==> src/rtl/assert_macros.svh <==
// assertion helpers shared by the rtl
`ifndef ASSERT_MACROS_SVH
`define ASSERT_MACROS_SVH

// property that must hold at every sampled edge out of reset
`define ASSERT_ALWAYS(label, clk, rst_n, prop, msg) \
	label: assert property (@(posedge clk) disable iff (!rst_n) (prop)) else $error(msg);

// antecedent in a cycle implies consequent in the same cycle
`define ASSERT_IMPLY(label, clk, rst_n, ante, cons, msg) \
	label: assert property (@(posedge clk) disable iff (!rst_n) (ante) |-> (cons)) else $error(msg);

// antecedent in a cycle implies consequent in the next cycle
`define ASSERT_NEXT(label, clk, rst_n, ante, cons, msg) \
	label: assert property (@(posedge clk) disable iff (!rst_n) (ante) |=> (cons)) else $error(msg);

`endif

==> src/rtl/dcq_pkg.sv <==
`default_nettype none
package dcq_pkg;

	// configuration register width and index map
	localparam int CFG_W = 13;
	typedef enum logic [1:0] {
		REG_SOURCE_WIDTH  = 2'd0,
		REG_SOURCE_HEIGHT = 2'd1,
		REG_TARGET_WIDTH  = 2'd2,
		REG_TARGET_HEIGHT = 2'd3
	} cfg_reg_t;

	// register reset values
	localparam logic [CFG_W-1:0] RST_SOURCE_WIDTH  = 13'd640;
	localparam logic [CFG_W-1:0] RST_SOURCE_HEIGHT = 13'd480;
	localparam logic [CFG_W-1:0] RST_TARGET_WIDTH  = 13'd80;
	localparam logic [CFG_W-1:0] RST_TARGET_HEIGHT = 13'd24;

	// palette cube constants
	localparam logic [7:0] CUBE_BASE   = 8'd16;
	localparam logic [7:0] CUBE_RED_W  = 8'd36;
	localparam logic [7:0] CUBE_GREEN_W = 8'd6;

	// queue between classifier and quantizer
	localparam int QUEUE_DEPTH = 4;
	localparam int QUEUE_AW = $clog2(QUEUE_DEPTH);

	typedef struct packed {
		logic [7:0] blue;
		logic [7:0] green;
		logic [7:0] red;
		logic       row_end;
		logic       frame_end;
	} cell_t;

	typedef struct packed {
		logic push;
		logic room;
	} queue_ctl_t;

	// level = floor((10c + 256) / 512), 0..5
	function automatic logic [2:0] cube_level(input logic [7:0] c);
		logic [11:0] t;
		t = 12'({c, 3'b000}) + 12'({c, 1'b0}) + 12'd256;
		return t[11:9];
	endfunction

	// 16 + 36r + 6g + b
	function automatic logic [7:0] cube_index(input cell_t c);
		logic [7:0] r;
		logic [7:0] g;
		logic [7:0] b;
		r = 8'(cube_level(c.red));
		g = 8'(cube_level(c.green));
		b = 8'(cube_level(c.blue));
		return CUBE_BASE + 8'(CUBE_RED_W * r) + 8'(CUBE_GREEN_W * g) + b;
	endfunction

endpackage
`default_nettype wire

==> src/rtl/dcq_front.sv <==
`default_nettype none
`include "assert_macros.svh"
module dcq_front #(
	parameter int MAX_DIMENSION = 4096,
	localparam int DW = $clog2(MAX_DIMENSION + 1),
	localparam int SUMW = 2 * DW + 1
) (
	input  wire logic                     clk,
	input  wire logic                     arst_n,
	input  wire logic                     cfg_write,
	input  wire logic [1:0]               cfg_index,
	input  wire logic [dcq_pkg::CFG_W-1:0] cfg_data,
	input  wire logic                     in_valid,
	output logic                          in_ready,
	input  wire logic [7:0]               blue_level,
	input  wire logic [7:0]               green_level,
	input  wire logic [7:0]               red_level,
	output dcq_pkg::queue_ctl_t           qctl,
	input  wire logic                     q_room,
	output dcq_pkg::cell_t                q_data
);
	import dcq_pkg::*;

	// zero reads as one, oversize saturates
	function automatic logic [DW-1:0] clamp_dim(input logic [CFG_W-1:0] v);
		logic [31:0] w;
		w = 32'(v);
		if (w == 32'd0) return DW'(1);
		else if (w > 32'(MAX_DIMENSION)) return DW'(MAX_DIMENSION);
		else return DW'(w);
	endfunction

	logic [CFG_W-1:0] src_w_q, src_h_q, tgt_w_q, tgt_h_q;
	logic [DW-1:0] eff_sw_q, eff_sh_q, eff_tw_q, eff_th_q;
	logic [DW-1:0] cw, ch, csw, csh;
	logic settle_q;

	logic [DW-1:0] src_col_q, src_row_q, out_col_q, out_row_q;
	logic [SUMW-1:0] col_target_q, col_base_q, row_target_q, row_base_q;

	logic [SUMW-1:0] col_lim, row_lim;
	logic [DW-1:0] src_col_nx, src_row_nx, out_col_nx, out_row_nx;
	logic row_kept, cell_kept, row_done, frame_done, accept;

	// configuration registers, any write restarts the frame
	always_ff @(posedge clk or negedge arst_n) begin
		if (!arst_n) begin
			src_w_q <= RST_SOURCE_WIDTH;
			src_h_q <= RST_SOURCE_HEIGHT;
			tgt_w_q <= RST_TARGET_WIDTH;
			tgt_h_q <= RST_TARGET_HEIGHT;
		end else if (cfg_write) begin
			case (cfg_reg_t'(cfg_index))
				REG_SOURCE_WIDTH:  src_w_q <= cfg_data;
				REG_SOURCE_HEIGHT: src_h_q <= cfg_data;
				REG_TARGET_WIDTH:  tgt_w_q <= cfg_data;
				REG_TARGET_HEIGHT: tgt_h_q <= cfg_data;
				default: src_w_q <= src_w_q;
			endcase
		end
	end

	// effective sizes, clamped and registered behind the registers
	always_comb begin
		csw = clamp_dim(src_w_q);
		csh = clamp_dim(src_h_q);
		cw = clamp_dim(tgt_w_q);
		ch = clamp_dim(tgt_h_q);
	end

	always_ff @(posedge clk) begin
		eff_sw_q <= csw;
		eff_sh_q <= csh;
		eff_tw_q <= (cw > csw) ? csw : cw;
		eff_th_q <= (ch > csh) ? csh : ch;
	end

	// hold off input while effective sizes settle
	always_ff @(posedge clk or negedge arst_n) begin
		if (!arst_n) settle_q <= 1'b1;
		else settle_q <= cfg_write;
	end

	assign in_ready = !settle_q && q_room;
	assign accept = in_valid && in_ready;

	// keep decision for the current source position
	always_comb begin
		row_lim = row_base_q + SUMW'(eff_th_q);
		col_lim = col_base_q + SUMW'(eff_tw_q);
		row_kept = (out_row_q < eff_th_q) && (row_target_q < row_lim);
		cell_kept = row_kept && (out_col_q < eff_tw_q) && (col_target_q < col_lim);
		src_col_nx = src_col_q + DW'(1);
		src_row_nx = src_row_q + DW'(1);
		out_col_nx = out_col_q + DW'(1);
		out_row_nx = out_row_q + DW'(1);
		row_done = src_col_nx >= eff_sw_q;
		frame_done = src_row_nx >= eff_sh_q;
	end

	// kept cell to the queue
	always_comb begin
		qctl.push = accept && cell_kept;
		qctl.room = q_room;
		q_data.blue = blue_level;
		q_data.green = green_level;
		q_data.red = red_level;
		q_data.row_end = out_col_nx >= eff_tw_q;
		q_data.frame_end = (out_col_nx >= eff_tw_q) && (out_row_nx >= eff_th_q);
	end

	// position tracking
	always_ff @(posedge clk or negedge arst_n) begin
		if (!arst_n) begin
			src_col_q <= '0;
			src_row_q <= '0;
			out_col_q <= '0;
			out_row_q <= '0;
			col_target_q <= '0;
			col_base_q <= '0;
			row_target_q <= '0;
			row_base_q <= '0;
		end else if (cfg_write) begin
			src_col_q <= '0;
			src_row_q <= '0;
			out_col_q <= '0;
			out_row_q <= '0;
			col_target_q <= '0;
			col_base_q <= '0;
			row_target_q <= '0;
			row_base_q <= '0;
		end else if (accept) begin
			if (row_done) begin
				src_col_q <= '0;
				out_col_q <= '0;
				col_target_q <= '0;
				col_base_q <= '0;
				if (frame_done) begin
					src_row_q <= '0;
					out_row_q <= '0;
					row_target_q <= '0;
					row_base_q <= '0;
				end else begin
					src_row_q <= src_row_nx;
					row_base_q <= row_base_q + SUMW'(eff_th_q);
					if (row_kept) begin
						out_row_q <= out_row_nx;
						row_target_q <= row_target_q + SUMW'(eff_sh_q);
					end
				end
			end else begin
				src_col_q <= src_col_nx;
				col_base_q <= col_lim;
				if (cell_kept) begin
					out_col_q <= out_col_nx;
					col_target_q <= col_target_q + SUMW'(eff_sw_q);
				end
			end
		end
	end

	`ASSERT_IMPLY(a_col_in_row, clk, arst_n, !settle_q, src_col_q < eff_sw_q,
		"source column past row width")
	`ASSERT_IMPLY(a_out_col_bound, clk, arst_n, !settle_q, out_col_q <= eff_tw_q,
		"output column past target width")

endmodule
`default_nettype wire

==> src/rtl/dcq_queue.sv <==
`default_nettype none
`include "assert_macros.svh"
module dcq_queue (
	input  wire logic                clk,
	input  wire logic                arst_n,
	input  dcq_pkg::queue_ctl_t      qctl,
	input  dcq_pkg::cell_t           wr_data,
	output logic                     room,
	output logic                     rd_valid,
	input  wire logic                pop,
	output dcq_pkg::cell_t           rd_data
);
	import dcq_pkg::*;

	cell_t slot_q [QUEUE_DEPTH];
	logic [QUEUE_AW-1:0] wr_ptr_q, rd_ptr_q;
	logic [QUEUE_AW:0] count_q;
	logic do_pop;

	assign room = count_q != (QUEUE_AW + 1)'(QUEUE_DEPTH);
	assign rd_valid = count_q != '0;
	assign rd_data = slot_q[rd_ptr_q];
	assign do_pop = pop && rd_valid;

	// storage
	always_ff @(posedge clk) begin
		if (qctl.push) slot_q[wr_ptr_q] <= wr_data;
	end

	// pointers and fill count
	always_ff @(posedge clk or negedge arst_n) begin
		if (!arst_n) begin
			wr_ptr_q <= '0;
			rd_ptr_q <= '0;
			count_q <= '0;
		end else begin
			if (qctl.push) wr_ptr_q <= wr_ptr_q + QUEUE_AW'(1);
			if (do_pop) rd_ptr_q <= rd_ptr_q + QUEUE_AW'(1);
			case ({qctl.push, do_pop})
				2'b10: count_q <= count_q + (QUEUE_AW + 1)'(1);
				2'b01: count_q <= count_q - (QUEUE_AW + 1)'(1);
				default: count_q <= count_q;
			endcase
		end
	end

	`ASSERT_ALWAYS(a_count_bound, clk, arst_n, count_q <= (QUEUE_AW + 1)'(QUEUE_DEPTH),
		"queue count past depth")
	`ASSERT_IMPLY(a_no_overflow, clk, arst_n, qctl.push, qctl.room,
		"push into full queue")

endmodule
`default_nettype wire

==> src/rtl/dcq_back.sv <==
`default_nettype none
`include "assert_macros.svh"
module dcq_back (
	input  wire logic           clk,
	input  wire logic           arst_n,
	input  wire logic           rd_valid,
	input  dcq_pkg::cell_t      rd_data,
	output logic                pop,
	output logic                out_valid,
	input  wire logic           out_ready,
	output logic [7:0]          color_index,
	output logic                row_end,
	output logic                frame_end
);
	import dcq_pkg::*;

	logic out_valid_q;
	logic [7:0] index_q;
	logic row_end_q, frame_end_q;

	// take the queue head whenever the output slot frees up
	assign pop = rd_valid && (!out_valid_q || out_ready);

	always_ff @(posedge clk or negedge arst_n) begin
		if (!arst_n) out_valid_q <= 1'b0;
		else if (pop) out_valid_q <= 1'b1;
		else if (out_ready) out_valid_q <= 1'b0;
	end

	// quantize into the output register
	always_ff @(posedge clk) begin
		if (pop) begin
			index_q <= cube_index(rd_data);
			row_end_q <= rd_data.row_end;
			frame_end_q <= rd_data.frame_end;
		end
	end

	assign out_valid = out_valid_q;
	assign color_index = index_q;
	assign row_end = row_end_q;
	assign frame_end = frame_end_q;

	`ASSERT_NEXT(a_stall_holds, clk, arst_n, out_valid_q && !out_ready && !pop, out_valid_q,
		"stalled result dropped")

endmodule
`default_nettype wire

==> src/rtl/downscale_and_color_cube_quantize_top.sv <==
// channel   direction  handshake               payload
// in        input      in_valid / in_ready     blue_level, green_level, red_level
// out       output     out_valid / out_ready   color_index, row_end, frame_end
// cfg       input      cfg_write               cfg_index, cfg_data
//
// one pixel per clock sustained while the queue has room; a kept pixel passes through the queue slot
// and the output register before it shows at the outputs; the rate is set by the position step in the classifier
// reset and every configuration write restart the frame; input is held off after
// reset and after each write while the effective sizes load
// a four-entry queue parts classifier and quantizer so output stalls do not stop input at once
`default_nettype none
module downscale_and_color_cube_quantize_top #(
	parameter int MAX_DIMENSION = 4096
) (
	input  wire logic                      clk,
	input  wire logic                      arst_n,
	input  wire logic                      cfg_write,
	input  wire logic [1:0]                cfg_index,
	input  wire logic [dcq_pkg::CFG_W-1:0] cfg_data,
	input  wire logic                      in_valid,
	output logic                           in_ready,
	input  wire logic [7:0]                blue_level,
	input  wire logic [7:0]                green_level,
	input  wire logic [7:0]                red_level,
	output logic                           out_valid,
	input  wire logic                      out_ready,
	output logic [7:0]                     color_index,
	output logic                           row_end,
	output logic                           frame_end
);
	import dcq_pkg::*;

	queue_ctl_t qctl;
	cell_t wr_data, rd_data;
	logic q_room, rd_valid, pop;

	dcq_front #(.MAX_DIMENSION(MAX_DIMENSION)) u_front (
		.clk, .arst_n, .cfg_write, .cfg_index, .cfg_data,
		.in_valid, .in_ready, .blue_level, .green_level, .red_level,
		.qctl, .q_room, .q_data(wr_data)
	);

	dcq_queue u_queue (
		.clk, .arst_n, .qctl, .wr_data, .room(q_room),
		.rd_valid, .pop, .rd_data
	);

	dcq_back u_back (
		.clk, .arst_n, .rd_valid, .rd_data, .pop,
		.out_valid, .out_ready, .color_index, .row_end, .frame_end
	);

endmodule
`default_nettype wire

==> config.mk <==
export PLATFORM = sky130hd
export DESIGN_NAME = downscale_and_color_cube_quantize_top
export DESIGN_NICKNAME = d
export VERILOG_FILES = /design/src/rtl/dcq_pkg.sv /design/src/rtl/dcq_front.sv /design/src/rtl/dcq_queue.sv /design/src/rtl/dcq_back.sv /design/src/rtl/downscale_and_color_cube_quantize_top.sv
export VERILOG_INCLUDE_DIRS = /design/src /design/src/rtl
export SDC_FILE = /design/constraint.sdc
export NUM_CORES = 1
export LEC_CHECK = 0
export BUFFER_PORTS_ARGS = -buffer_cell sky130_fd_sc_hd__clkbuf_2
export CAP_MARGIN = 10
export CORE_MARGIN = 3
export CORE_UTILIZATION = 55
export CTS_CLUSTER_SIZE = 30
export DETAILED_ROUTE_END_ITERATION = 10
export GPL_ROUTABILITY_DRIVEN = 0
export PLACE_DENSITY = 0.71
export SLEW_MARGIN = 15
export SYNTH_ARGS = -nofsm -noshare
export SYNTH_HDL_FRONTEND = slang
export SYNTH_HIERARCHICAL = 1
export SYNTH_SLANG_ARGS = --single-unit
==> constraint.sdc <==
create_clock -name clk -period 6.4 [get_ports clk]
set_input_delay 0.96 -clock clk [delete_from_list [all_inputs] [get_ports clk]]
set_output_delay 0.96 -clock clk [all_outputs]
set_load 0.1 [all_outputs]
==> summary.md, run 1 <==
| Metric | Value |
|---|---|
| Status | `finished, final reports clean` |
| Slew @ Worst Pin | `1.09 ns` |
| Critical Path AT | `6.33 ns` |
| Core Area | `41,500 um^2` |
| Sink Count | `387` |
| Average routed wire per standard cell | `19.0 um` |
| Num CTS Buffers | `43` |
| Fillers | `3,288` |
| Number of I/O port buffers | `55` |
| Row cnt | `74` |
| Area after DPL | `24,000 um^2` |
| Cell Chain, Critical Path | `ha_1 -> a211oi_1 -> o21bai_1 -> o311a_1 -> o2111ai_1 -> nand2_1 -> nand3_1 -> nor2_1 -> xnor2_1 -> ha_1 -> nand4_1 -> nor4_1 -> o2111ai_1 -> o21ai_0 -> nor3_2 -> a31oi_2 -> buf_4 -> o21bai_1 -> a21o_1` |
| CTS root buf | `clkbuf_16` |
| Cells after Synth | `2,226` |
| Post-route ant nets | `0` |
| Hold-fix buffers at CTS | `0` |
| Hold WC Path Type | `in -> async` |
| Crit Path Class | `reg -> reg` |
| Synth Area per Inst | `10.5 um^2` |
| Final Non-Filler Cells | `2,821` |
| Max VDD drop | `607 uV` |
| Final Hold Fails | `0` |
| Placed Cells | `2,743` |
| Pre-Repair DR Iteration Count | `5` |
| Synth Net Count | `2,536` |
| Max-slew headroom | `26.9%` |
| Detailed Route Iter0 Violations | `1,354` |
| Critical path capture point type | `register` |
| Final setup TNS | `0 ns` |
| Max-slew violations | `0` |
| CP max stage delay | `0.92 ns` |
| Vias in the first global route | `17,404` |
| Pleak | `11.4 nW` |
| Peak Freq | `171 MHz` |
| Worst path slowest cell | `a31oi_2` |
| Full die area | `45,100 um^2` |
| RSZ-0062 raised after global routing | `false` |
| Final period util | `91.1%` |
| Yosys warning total | `6` |
| Die X | `212 um` |
| Final WL | `53,600 um` |
| Clock slew at reported path FFs | `0.06 ns` |
| Die height | `212 um` |
| Residual DRC count | `0` |
| Commonest non-fill, non-tap cells in the layout | `ha_1 (258), nand2_1 (212), dfrtp_1 (210)` |
| Setup Skew | `0.0167 ns` |
| WP data required | `6.90 ns` |
| Share of layout cells above drive strength 1 | `12.1%` |
| Commonest non-fill, non-tap cell in the layout | `ha_1` |
| Post-CTS Setup Bufs | `0` |
| Max Buffers Root-to-Sink | `3` |
| # IOs | `56` |
| Final setup fails | `0` |
| PwrDens | `506 nW/um^2` |
| Tmin final | `5.83 ns` |
| Design Area, Final | `25,500 um^2` |
| Initial antenna violation count | `0` |
| Slack of the critical path | `0.568 ns` |
| H-tree levels | `2` |
| Max Cap Viol | `0` |
| Largest net degree at the start of global routing | `104` |
| Setup WS pre-CTS | `0.612 ns` |
| Cts repair resizes | `0` |
| First-pass GRT wire length | `87,700 um` |
| Via count | `17,077` |
| TritonCTS clock tree | `built` |
| DP HPWL | `38,100 um` |
| Total GRT Usage | `24.1%` |
| Initial Utilization | `56.4%` |
| Design Power | `12.9 mW` |
| Clk_lat worst skew | `0.56 ns` |
| Fin nets | `2,566` |
| GR Overflow Total | `0` |
| Layout area overhead | `9.07%` |
| ANT cells | `0` |
| DR vias/cell | `6.05` |
| Top fanout value on the critical path | `17` |
| Synth Cell Area | `23,400 um^2` |
| CP Launch Type | `register` |
registers in the layout (all words and copies together), names as in the netlist, 2 cells and up:
name and flops:
u_queue/slot_q 104, u_front/src_row_q 13, u_front/tgt_h_q 13, u_front/eff_tw_q 13, u_front/out_col_q 13, u_queue/rd_ptr_q 2, u_front/col_base_q 27, u_queue/count_q 3
u_front/row_base_q 27, u_front/out_row_q 13, u_front/tgt_w_q 13, u_front/src_w_q 13, u_front/src_h_q 13, u_front/col_target_q 27, u_front/eff_sh_q 13, u_front/eff_sw_q 13
u_back/color_index 8, u_front/src_col_q 13, u_front/row_target_q 27, u_queue/wr_ptr_q 2, u_front/eff_th_q 13
layer usage:
metal  up-vias  global-route usage, %  routed length, um
li1       8218                      -                  -
met1      8380                   32.2              24100
met2       397                   40.9              25800
met3        82                   3.26               2400
met4         0                   7.98               1300
met5         -                      0                  0
critical path: cells and delay by family, from the launching register on:
family / cells / cell delay, ns
AOI/OAI and AO/OA: 9 / 2.75
xor gates and xnor gates: 1 / 0.15
adders and majority gates: 2 / 0.61
buffers and inverters: 1 / 0.30
DFF: 1 / 0.39
and+or+nand+nor: 6 / 1.54
power by group:
group | leakage [nW] | internal (mW) | total (mW) | switching (mW)
registers | 4.36 | 3.22 | 3.63 | 0.407
logic | 6.32 | 2.66 | 6.68 | 4.03
clock network | 0.724 | 1.59 | 2.60 | 1.00
worst paths after layout:
| kind | startpoint | slack, ns | cells after the start | end |
|---|---|---|---|---|
| min | arst_n | 0.44 | 1 | u_front/out_row_q[4] |
| min in group clk | u_front/src_h_q[12] | 0.46 | 0 | u_front/eff_sh_q[12] |
| max | u_front/col_base_q[1] | 0.57 | 19 | u_front/out_col_q[2] |
| min reg2reg | u_front/src_h_q[12] | 0.46 | 0 | u_front/eff_sh_q[12] |
| max reg2reg | u_front/col_base_q[1] | 0.57 | 19 | u_front/out_col_q[2] |
| max in group asynchronous | arst_n | 4.44 | 2 | u_front/col_target_q[21] |
layout make-up:
cell class              count  area (um^2)  area share [%]
repair buffers             79          465            1.82
well taps                 532          666            2.61
flip-flops and latches    387        10000            39.2
clock inverters            19          295            1.16
inverters                 129          484            1.90
multi-input cells        1616        12400            48.6
clock buffers              59         1200            4.69
through the flow:
step	util, %	hold WS [ns]
final	61.5	0.444
after global routing	61.5	0.469
after CTS	61.5	0.461
after detailed placement	58.0	0.443
after global placement	58.0	0.428
after floorplan	-	0.444
No activity file was read; power rests on OpenSTA's default activity.
==> run 2: changes to the inputs <==
--- a/config.mk
+++ b/config.mk
@@ -13,7 +13,7 @@
 export CTS_CLUSTER_SIZE = 30
 export DETAILED_ROUTE_END_ITERATION = 10
 export GPL_ROUTABILITY_DRIVEN = 0
-export PLACE_DENSITY = 0.71
+export PLACE_DENSITY = 0.67
 export SLEW_MARGIN = 15
 export SYNTH_ARGS = -nofsm -noshare
 export SYNTH_HDL_FRONTEND = slang
==> run 2 against run 1 <==
Net effect: hold slack hardly changed; sequential cell count stayed put; critical path depth is 3 higher; fmax is 2.9% higher; clock-buffer cell count is 4 lower; global-route usage is 0.48 points lower; sequential power hardly changed; routed wire length is 2.9% lower; first-iteration DRC count is 24% lower; critical endpoint is now u_queue/count_q[1].
==> summary.md, run 2 (synthesized netlist as in run 1, its figures left out) <==
| Metric | Value |
|---|---|
| Sink Count | `387 (unchanged)` |
| CTS root buf | `clkbuf_16` |
| Largest net degree at the start of global routing | `123 (+18%)` |
| Critical path capture point type | `register` |
| Slew @ Worst Pin | `1.19 ns (+0.0923 ns)` |
| Num CTS Buffers | `44 (+2.3%)` |
| Design Area, Final | `25,600 um^2 (+0.20%)` |
| Max VDD drop | `637 uV (+4.9%)` |
| Full die area | `45,100 um^2 (unchanged)` |
| Total GRT Usage | `23.6% (-0.48 points)` |
| Number of I/O port buffers | `55 (unchanged)` |
| Int Power | `7.46 mW (-0.24%)` |
| Peak Freq | `176 MHz (+2.9%)` |
| PwrDens | `500 nW/um^2 (-1.2%)` |
| Worst path slowest cell | `a41o_1` |
| Final setup TNS | `0 ns (unchanged)` |
| Hold WC Path Type | `in -> async` |
| Via count | `16,736 (-2.0%)` |
| Hold-fix buffers at CTS | `0 (unchanged)` |
| GR Overflow Total | `0 (unchanged)` |
| CP Launch Type | `register` |
| Vias in the first global route | `16,775 (-3.6%)` |
| Detailed Route Iter0 Violations | `1,024 (-24%)` |
| Top fanout value on the critical path | `11 (-6)` |
| Tmin final | `5.67 ns (-0.166 ns)` |
| Max-slew violations | `0 (unchanged)` |
| Share of layout cells above drive strength 1 | `12.3% (+0.26 points)` |
| CP max stage delay | `0.52 ns (-0.40 ns)` |
| Crit Path Class | `reg -> reg` |
| Core Area | `41,500 um^2 (unchanged)` |
| Sw Share | `41.7% (-0.45 points)` |
| Average routed wire per standard cell | `18.4 um (-2.9%)` |
| Die height | `212 um (unchanged)` |
| Final WL | `52,000 um (-2.9%)` |
| Pre-Repair DR Iteration Count | `8 (+3)` |
| Clk_lat worst skew | `0.58 ns (+0.02 ns)` |
| First-pass GRT wire length | `85,900 um (-2.1%)` |
| Post-layout util | `61.7% (+0.12 points)` |
| Cts repair resizes | `0 (unchanged)` |
| Critical path's most frequent cell | `ha_1` |
| Reg area | `10,000 um^2 (unchanged)` |
| Cell Chain, Critical Path | `ha_1 -> nand3_1 -> a2bb2oi_1 -> a21o_1 -> o21ai_0 -> a41o_1 -> nand2_1 -> nor2_1 -> xnor2_1 -> ha_1 -> nand4_1 -> nor3_1 -> a2111oi_0 -> nand3_1 -> nor3_4 -> nand2_1 -> nor2_1 -> inv_1 -> ha_1 -> inv_1 -> fa_1 -> o21ai_0` |
| Row cnt | `74 (unchanged)` |
| H-tree levels | `2 (unchanged)` |
| Status | `finished, final reports clean` |
| DP HPWL | `37,500 um (-1.6%)` |
| Post-CTS Setup Bufs | `0 (unchanged)` |
| Fillers | `3,387 (+3.0%)` |
| Critical Path AT | `6.17 ns (-0.16 ns)` |
| RSZ-0062 raised after global routing | `false` |
| Die X | `212 um (unchanged)` |
| # IOs | `56 (unchanged)` |
| Residual DRC count | `0 (unchanged)` |
| Largest register FFs | `104 (unchanged)` |
| Buffers and inverters on the worst path | `2 (+1)` |
| DR vias/cell | `5.93 (-2.0%)` |
| ANT cells | `0 (unchanged)` |
| Fin nets | `2,564 (-0.078%)` |
| Largest reg by FF count | `u_queue/slot_q` |
| Share of power burned in registers | `28.4% (+0.3 points)` |
| WP data required | `6.90 ns (about the same)` |
| Area after DPL | `24,000 um^2 (-0.11%)` |
| Clock slew at reported path FFs | `0.06 ns (about the same)` |
| Layout area overhead | `9.29%` |
| Max Cap Viol | `0 (unchanged)` |
| Initial Utilization | `56.4% (unchanged)` |
| FF-to-FF setup slack | `0.73 ns (+0.17 ns)` |
| Worst path top cell family by delay | `simple AND/OR/NAND/NOR gates` |
| TritonCTS clock tree | `built` |
| Final period util | `88.5% (-2.6 points)` |
| Final setup fails | `0 (unchanged)` |
| Combinational Power Share | `50.5% (-1.3 points)` |
| Commonest non-fill, non-tap cell in the layout | `ha_1` |
| Final Hold Fails | `0 (unchanged)` |
| Pleak | `11.4 nW (+0.22%)` |
| Net Switching | `5.33 mW (-2.1%)` |
| Area of the multi-input gates | `12,400 um^2 (about the same)` |
| Commonest non-fill, non-tap cells in the layout | `ha_1 (258), nand2_1 (212), dfrtp_1 (210)` |
| Setup Skew | `0.0155 ns (-0.00125 ns)` |
| Post-route ant nets | `0 (unchanged)` |
| Clock network fraction of design power | `21.1% (+1.0 points)` |
| Initial antenna violation count | `2 (+2)` |
| Max-slew headroom | `20.6% (-6.3 points)` |
| Max Buffers Root-to-Sink | `3 (unchanged)` |
run 2: cell types whose count changed in the layout (fill, tap and decap cells not counted):
cell | previous run | this run
clkbuf_1 | 10 | 2
buf_4 | 24 | 21
clkinv_2 | 6 | 9
clkinvlp_4 | 2 | 5
clkbuf_16 | 43 | 45
clkbuf_8 | 6 | 8
clkinv_1 | 2 | 4
clkinv_8 | 2 | 0
inv_16 | 0 | 2
bufinv_16 | 7 | 6
clkinv_4 | 0 | 1
nor3_1 | 28 | 29
nor3_2 | 3 | 2
run 2: cell type report:
class                           count  area share, %
Multi-Input combinational cell   1616           48.5
Sequential cell                   387           39.1
Tap cell                          532           2.60
Clock inverter                     27           1.28
Timing Repair Buffer               76           1.73
Inverter                          129           1.89
Clock buffer                       55           4.86
run 2: layer usage:
layer	vias up	wire length (um)	track usage [%]
li1	8204	-	-
met1	8157	24000	32.8
met2	308	24800	39.6
met3	63	2250	2.94
met4	4	948	6.29
met5	-	27	0
run 2: worst paths after layout:
| check | endpoint | depth (start not counted) | from |
|---|---|---|---|
| worst min register to register | u_front/eff_sh_q[12] | 0 | u_front/src_h_q[12] |
| worst max register to register | u_queue/count_q[1] | 22 | u_front/row_base_q[2] |
| min in group clk | u_front/eff_sh_q[12] | 0 | u_front/src_h_q[12] |
| worst max-delay path | u_queue/count_q[1] | 22 | u_front/row_base_q[2] |
| worst min-delay path | u_front/out_row_q[1] | 1 | arst_n |
| max in group asynchronous | u_front/row_target_q[2] | 2 | arst_n |
run 2: stage by stage:
stage | total power, mW | hold WS [ns] | std cells | worst slack, ns
floorplan | 8.62 | 0.444 | 2226 | 1.17
global placement | 9.82 | 0.443 | 2740 | 0.871
detailed placement | 10.1 | 0.443 | 2740 | 0.716
CTS | 12.9 | 0.464 | 2822 | 0.728
global route | 13.9 | 0.467 | 2822 | 0.0893
finish | 12.8 | 0.444 | 2822 | 0.734
run 2: power groups by stage:
stage                     Clock, mW  Combinational [mW]  Sequential, mW
after floorplan                   0                4.88            3.74
after global placement            0                6.16            3.66
after detailed placement          0                6.43            3.68
after CTS                      2.74                6.49            3.63
after global routing           2.86                7.36            3.70
final                          2.69                6.46            3.63
